### config.mk
export PLATFORM = sky130hd
export DESIGN_NAME = gha_ctrl
export DESIGN_NICKNAME = d
export VERILOG_FILES = /design/src/hw/rtl/gha_pkg.sv /design/src/hw/rtl/gha_ctrl.sv
export SDC_FILE = /design/constraint.sdc
export NUM_CORES = 1
export LEC_CHECK = 0
export BUFFER_PORTS_ARGS = -buffer_cell sky130_fd_sc_hd__clkbuf_2
export CORE_MARGIN = 1.5
export CORE_UTILIZATION = 30
export CTS_CLUSTER_DIAMETER = 150
export DETAILED_ROUTE_END_ITERATION = 6
export HOLD_SLACK_MARGIN = 0.03
export SETUP_SLACK_MARGIN = 0.1
export SLEW_MARGIN = 10
export SYNTH_ARGS = -nofsm -noshare
export SYNTH_HDL_FRONTEND = slang
export SYNTH_SLANG_ARGS = --single-unit
### constraint.sdc
create_clock -name clk -period 1.5 [get_ports clk]
set_input_delay 0.075 -clock clk [delete_from_list [all_inputs] [get_ports clk]]
set_output_delay 0.075 -clock clk [all_outputs]
set_load 0.005 [all_outputs]
### src/hw/rtl/gha_pkg.sv
// shared constants, codes and control types for the generational handle allocator
// no dependencies; used by gha_ctrl, gha_datapath and generational_handle_allocator
`default_nettype none

package gha_pkg;

    // table geometry
    localparam int ENTRIES   = 1024;
    localparam int WORD_BITS = 16;
    localparam int SLOT_W    = $clog2(ENTRIES);
    localparam int CNT_W     = $clog2(ENTRIES + 1);

    // word field widths on the stream ports
    localparam int KIND_W     = 3;
    localparam int SLOT_FLD_W = 11;
    localparam int GEN_FLD_W  = 16;
    localparam int STATUS_W   = 2;
    localparam int TDATA_W    = 32;
    localparam int CMP_W      = (CNT_W > SLOT_FLD_W) ? CNT_W : SLOT_FLD_W;

    typedef logic [WORD_BITS-1:0] word_t;
    localparam word_t MARK_BIT = {1'b1, {(WORD_BITS-1){1'b0}}};

    // request kinds
    localparam logic [KIND_W-1:0] KIND_CREATE      = 3'd0;
    localparam logic [KIND_W-1:0] KIND_DESTROY     = 3'd1;
    localparam logic [KIND_W-1:0] KIND_CHECK       = 3'd2;
    localparam logic [KIND_W-1:0] KIND_LOOKUP      = 3'd3;
    localparam logic [KIND_W-1:0] KIND_DESTROY_ALL = 3'd4;

    // result status codes
    localparam logic [STATUS_W-1:0] STATUS_OK        = 2'd0;
    localparam logic [STATUS_W-1:0] STATUS_FULL      = 2'd1;
    localparam logic [STATUS_W-1:0] STATUS_NOT_LIVE  = 2'd2;
    localparam logic [STATUS_W-1:0] STATUS_OUT_RANGE = 2'd3;

    // datapath operations issued by the controller
    localparam int OP_W = 4;
    localparam logic [OP_W-1:0] OP_NONE        = 4'd0;
    localparam logic [OP_W-1:0] OP_POP         = 4'd1;
    localparam logic [OP_W-1:0] OP_READ_POP    = 4'd2;
    localparam logic [OP_W-1:0] OP_READ_IN     = 4'd3;
    localparam logic [OP_W-1:0] OP_READ_WALK   = 4'd4;
    localparam logic [OP_W-1:0] OP_WALK_START  = 4'd5;
    localparam logic [OP_W-1:0] OP_REUSE_DONE  = 4'd6;
    localparam logic [OP_W-1:0] OP_CREATE_NEW  = 4'd7;
    localparam logic [OP_W-1:0] OP_ACCESS_DONE = 4'd8;
    localparam logic [OP_W-1:0] OP_RANGE_DONE  = 4'd9;
    localparam logic [OP_W-1:0] OP_KILL_WALK   = 4'd10;
    localparam logic [OP_W-1:0] OP_ZERO_DONE   = 4'd11;

    typedef struct packed {
        logic            capture;
        logic [OP_W-1:0] op;
    } cmd_t;

    typedef struct packed {
        logic              out_busy;
        logic [KIND_W-1:0] kind;
        logic              free_nonempty;
        logic              in_range;
        logic              walk_done;
    } sts_t;

endpackage

`default_nettype wire

### src/hw/rtl/gha_ctrl.sv
// controller state machine for the generational handle allocator
// depends on gha_pkg; drives gha_datapath through cmd_t and reads sts_t
`default_nettype none

module gha_ctrl (
    input  wire              clk,
    input  wire              rst_n,
    input  wire              s_axis_tvalid,
    output logic             s_axis_tready,
    input  wire gha_pkg::sts_t sts,
    output gha_pkg::cmd_t    cmd
);

    localparam logic [3:0] ST_IDLE         = 4'd0;
    localparam logic [3:0] ST_DECODE       = 4'd1;
    localparam logic [3:0] ST_POP_WAIT     = 4'd2;
    localparam logic [3:0] ST_CREATE_REUSE = 4'd3;
    localparam logic [3:0] ST_CREATE_NEW   = 4'd4;
    localparam logic [3:0] ST_ACCESS       = 4'd5;
    localparam logic [3:0] ST_RANGE        = 4'd6;
    localparam logic [3:0] ST_WALK_RD      = 4'd7;
    localparam logic [3:0] ST_WALK_WR      = 4'd8;
    localparam logic [3:0] ST_ZERO         = 4'd9;

    logic [3:0] state_reg;
    logic [3:0] state_next;

    always_ff @(posedge clk or negedge rst_n)
    begin
        if (!rst_n)
        begin
            state_reg <= ST_IDLE;
        end
        else
        begin
            state_reg <= state_next;
        end
    end

    assign s_axis_tready = (state_reg == ST_IDLE);

    always_comb
    begin
        state_next  = state_reg;
        cmd.capture = 1'b0;
        cmd.op      = gha_pkg::OP_NONE;
        case (state_reg)
            ST_IDLE:
            begin
                if (s_axis_tvalid)
                begin
                    cmd.capture = 1'b1;
                    state_next  = ST_DECODE;
                end
            end
            ST_DECODE:
            begin
                if (sts.kind == gha_pkg::KIND_CREATE)
                begin
                    if (sts.free_nonempty)
                    begin
                        cmd.op     = gha_pkg::OP_POP;
                        state_next = ST_POP_WAIT;
                    end
                    else
                    begin
                        state_next = ST_CREATE_NEW;
                    end
                end
                else if (sts.kind inside {gha_pkg::KIND_DESTROY, gha_pkg::KIND_CHECK,
                                          gha_pkg::KIND_LOOKUP})
                begin
                    if (sts.in_range)
                    begin
                        cmd.op     = gha_pkg::OP_READ_IN;
                        state_next = ST_ACCESS;
                    end
                    else
                    begin
                        state_next = ST_RANGE;
                    end
                end
                else if (sts.kind == gha_pkg::KIND_DESTROY_ALL)
                begin
                    cmd.op     = gha_pkg::OP_WALK_START;
                    state_next = ST_WALK_RD;
                end
                else
                begin
                    state_next = ST_ZERO;
                end
            end
            ST_POP_WAIT:
            begin
                cmd.op     = gha_pkg::OP_READ_POP;
                state_next = ST_CREATE_REUSE;
            end
            ST_CREATE_REUSE:
            begin
                if (!sts.out_busy)
                begin
                    cmd.op     = gha_pkg::OP_REUSE_DONE;
                    state_next = ST_IDLE;
                end
            end
            ST_CREATE_NEW:
            begin
                if (!sts.out_busy)
                begin
                    cmd.op     = gha_pkg::OP_CREATE_NEW;
                    state_next = ST_IDLE;
                end
            end
            ST_ACCESS:
            begin
                if (!sts.out_busy)
                begin
                    cmd.op     = gha_pkg::OP_ACCESS_DONE;
                    state_next = ST_IDLE;
                end
            end
            ST_RANGE:
            begin
                if (!sts.out_busy)
                begin
                    cmd.op     = gha_pkg::OP_RANGE_DONE;
                    state_next = ST_IDLE;
                end
            end
            ST_WALK_RD:
            begin
                if (sts.walk_done)
                begin
                    state_next = ST_ZERO;
                end
                else
                begin
                    cmd.op     = gha_pkg::OP_READ_WALK;
                    state_next = ST_WALK_WR;
                end
            end
            ST_WALK_WR:
            begin
                cmd.op     = gha_pkg::OP_KILL_WALK;
                state_next = ST_WALK_RD;
            end
            ST_ZERO:
            begin
                if (!sts.out_busy)
                begin
                    cmd.op     = gha_pkg::OP_ZERO_DONE;
                    state_next = ST_IDLE;
                end
            end
            default:
            begin
                state_next = ST_IDLE;
            end
        endcase
    end

endmodule

`default_nettype wire

After elaboration in Yosys (flattened, before gate mapping). Cells that the tools add are included.

Word-level logic and storage cells: 44. Register bits after elaboration: 4. Bits of input ports: 10.

Equal/unequal tests: 15. Multiplexer cells: 23. Reductions and logical operators: 5.

Operator list (number): 2-to-1 mux 4 bit (10); one-hot mux 4 bit (9 select lines) (1); one-hot mux 4 bit (6 select lines) (1); equality test 4 x 3 -> 1 bit (second input constant) (4); 2-to-1 mux 3 bit (5); equality test 4 x 2 -> 1 bit (second input constant) (2); equality test 4 bit (second input constant) (2); equality test 3 x 2 -> 1 bit (second input constant) (2); OR reduction 5 bit (1); equality test 4 x 1 -> 1 bit (second input constant) (1); zero test 4 bit (1); 2-to-1 mux 1 bit (4); 2-to-1 mux 2 bit (2); != test 2 bit (second input constant) (2); equality test 3 x 1 -> 1 bit (second input constant) (1); equality test 3 bit (second input constant) (1); zero test 3 bit (1); nonzero test 3 bit (1); AND reduction 2 bit (1).

Longest topological paths before layout.
Depth after elaboration: 5. Depth in mapped cells: 5. Depth with buffers taken out: 4.

Worst setup path before layout. OpenSTA, ideal clock, no wires.

Path kind: register -> register. Start point: register state_reg[2]. End point: register state_reg[0]. Period minus slack after synthesis: 1507 ps. Buffers on the path: 1. Arrival time: 1382 ps. Cell stages (with the launch flop): 6. Slack: -7 ps. Cells stage by stage: dfrtp_1 -> buf_6 -> nor4_2 -> a22oi_1 -> o31ai_2 -> mux2_4.

Elaborated cells between the ends (all ways): 15.

RTL lines: from (decl) (RTL line gha_ctrl.sv:25) `logic [3:0] state_reg;`; from (signal assigned) (RTL line gha_ctrl.sv:36) `state_reg <= state_next;`; zero test 4 bit *; named net s_axis_tready (RTL line gha_ctrl.sv:9) `output logic s_axis_tready,`; != test 2 bit (no line); AND reduction 2 bit (no line).

The timed path passes the listed nets; every way through them passes the cells marked *. A chain may end at the register's enable or synchronous reset.

==> impl_metrics.ini <==
[yosys]
synth_sequential_area_ratio = 0.195
mappedNetlistArea_sq_um = 513
synth_warnings = 0
synth_area_per_cell_sq_um = 8.02
synthArstFlopShare = 1.00
synthFlopType = sky130_fd_sc_hd__dfrtp_1
synthDistinctLibCells = 36
synth_nets = 74
synth-edff-count = 0
synth_seq_cells = 4
post_synthesis_instance_total = 64

[sta]
period_share = 1.10
finClkSkew_ns = 0.0131
final_max_slew_viol_count = 0
finalHoldViolCount = 0
fmax_mhz = 606
setup-violations-final = 6
slew_headroom = 0.804
timing.final.ws_setup_ns = -0.150
fin_tns_setup_ns = -0.441
rsz0062_at_grt = true
timing.final.crit_period_ns = 1.65
worstMarginPinSlew_ns = 0.291

[flow_run]
maxCapViolations = 0

[finish]
mostFrequentLayoutCells = sky130_fd_sc_hd__buf_4 (16), sky130_fd_sc_hd__clkbuf_2 (12), sky130_fd_sc_hd__a21oi_1 (7), sky130_fd_sc_hd__nor2_1 (5), sky130_fd_sc_hd__inv_1 (5)
largest_register_ff_count = 4
area_growth_from_synthesis_to_final_layout_pct = 57.8
nets_finish = 109
layout-drive-gt1-share = 0.551
antennaDiodeCount = 0
layout_commonest_cell = sky130_fd_sc_hd__buf_4
post_route_non_filler_standard_cell_count = 114

[die]
core_region_area_sq_um = 1560
initial_core_util = 0.329
fp.dieH_um = 44.4
pin_count = 16
design.die.area_sq_um = 1970
dieWidth_um = 44.4
core.rowCount = 14

[placed_design]
io_buffer_count = 15
gpl.final_weighted_congestion = 0.837
place.detailed.hpwl_um = 1110
dpl.cell_count = 103
dp_slack_ns = -0.0185

[status]
outcome = complete, but fails checks
violations = setup timing

[worst_setup_path]
timing_worst_setup_path_type = flop to output pin
rr_startpoint = state_reg[1]$_DFFE_PN0P_
r2r_path_end = state_reg[0]$_DFFE_PN0P_
cp_slowest_stage_delay_ns = 0.44
setup.worst_path.end = cmd[2]
reg2regPathDepth = 5
cpLargestDelayFamily = flip-flops
cp_num_cells = 5
crit_required_ns = 1.42
crit_path_end_kind = output pin
critical_path.cell_chain = or2_4, mux2_2, o32a_1, o22ai_2, clkbuf_2
worst-path-max-fanout = 4
critical_path_arrival_ns = 1.58
r2r_setup_slack_ns = -0.06
critical_path.startpoint_type = flop
worst_path_max_delay_cell = sky130_fd_sc_hd__dfrtp_2
worstSetupStartpoint = state_reg[1]$_DFFE_PN0P_
critical_path.n_buffers_inverters = 1

[drt]
wl_per_cell_um = 13.4
highest_layer = met4
routed-wl-met2_um = 752
route.detailed.drc = 0
drt_wl_total_um = 1520
initial_detailed_routing_violation_count = 15
route.detailed.vias_per_inst = 5.49
detailroute.via_count = 626
drt.antenna.violating_nets = 0
met3_wire_len_um = 90
detail_route.first_pass.iterations = 6
met1_wire_length_um = 641

[global_routing]
initial_antenna_violation_count = 0
global_route_wire_length_before_repair_um = 2420
groute.usage.overall = 0.168
globalRoute.totalOverflow = 0
grt_max_degree = 10
vias_in_the_first_global_route = 585

[pwr]
power.static_leakage_nw = 0.380
p_per_area_nw_per_um2 = 2170
max-vdd-ir-drop_v = 0.000916

[cts]
ctsRootBufferMaster = sky130_fd_sc_hd__clkbuf_4
htreeDepth = 1
cts_tree = done
cts.sink_count = 4
maximum_count_of_clock_buffers_along_a_single_path = 2
clock_slew_seen_by_the_registers_of_the_worst_setup_and_hold_paths_ns = 0.05
clk-insertion-delay-late_ns = 0.24
tritoncts_buffer_count = 3

[worst_hold_path]
min_path_type = primary input to asynchronous set/reset pin
## through the flow
stage               area (sq um)  utilization  hold slack (ns)  total power (W)
floorplan                    541            -           -0.221          0.00102
global placement             687        0.441           -0.114          0.00136
CTS                          786        0.504            0.159          0.00169
global route                 810        0.519            0.161          0.00189
finish                       810        0.519            0.170          0.00176
detailed placement           687        0.441           -0.114          0.00137
## cells in the mapped netlist (2+ instances only)
master / count / area share
sky130_fd_sc_hd__xnor2_1: 2 / 0.034
sky130_fd_sc_hd__nor2_1: 5 / 0.037
sky130_fd_sc_hd__nor3_1: 2 / 0.020
sky130_fd_sc_hd__buf_6: 3 / 0.066
sky130_fd_sc_hd__o22ai_1: 2 / 0.024
sky130_fd_sc_hd__o21ai_0: 4 / 0.039
sky130_fd_sc_hd__a21oi_1: 8 / 0.078
sky130_fd_sc_hd__nand2_1: 2 / 0.015
sky130_fd_sc_hd__dfrtp_1: 4 / 0.20
sky130_fd_sc_hd__inv_1: 5 / 0.037
sky130_fd_sc_hd__a211oi_1: 2 / 0.029
## cell families (layout without fill, tap and decap cells)
group                     Yosys count  count (layout)  share of synthesized area
AOI/OAI and AO/OA                  25              25                      0.339
xor gates and xnor gates            3               3                     0.0512
muxes                               2               2                     0.0512
buffers and inverters               9              43                      0.112
DFF                                 4               4                      0.195
and+or+nand+nor                    21              21                      0.251
## power breakdown
part	leakage [nW]	total, W	switching (W)	internal [W]
logic	0.316	0.00137	0.000596	0.000770
clock network	0.0150	0.000150	0.0000494	0.000100
registers	0.0485	0.000242	0.0000766	0.000166
total	0.380	0.00176	0.000722	0.00104
## area by class of cell
type / instances / area, sq um
fill: 147 / 749
multi-input combinational: 51 / 402
timing repair buffer: 34 / 240
sequential: 4 / 103
clock buffer: 4 / 26.3
tap: 16 / 20.0
inverter: 5 / 18.8
## how the worst min path moves through the flow
stage | from | to | cells after the start
after CTS | rst_n | state_reg[1]$_DFFE_PN0P_ | 2
after global placement | rst_n | state_reg[3]$_DFFE_PN0P_ | 1
after global routing | rst_n | state_reg[1]$_DFFE_PN0P_ | 2
after detailed placement | rst_n | state_reg[0]$_DFFE_PN0P_ | 1
after floorplan | rst_n | state_reg[0]$_DFFE_PN0P_ | 0
final | rst_n | state_reg[0]$_DFFE_PN0P_ | 2
## what timing repair did
action,CTS,global route
setup buffers,6,0
endpoints found under the setup margin,8,9
hold endpoints to repair,4,0
pin swaps,7,0
resized for setup,7,5
hold buffers,1,0
## layer usage
layer,vias to the layer above,global-route usage
met5,-,0
met4,0,0.0727
met3,4,0.0408
met2,28,0.297
met1,288,0.191
li1,306,-
Power figures use the tool's default switching activity.
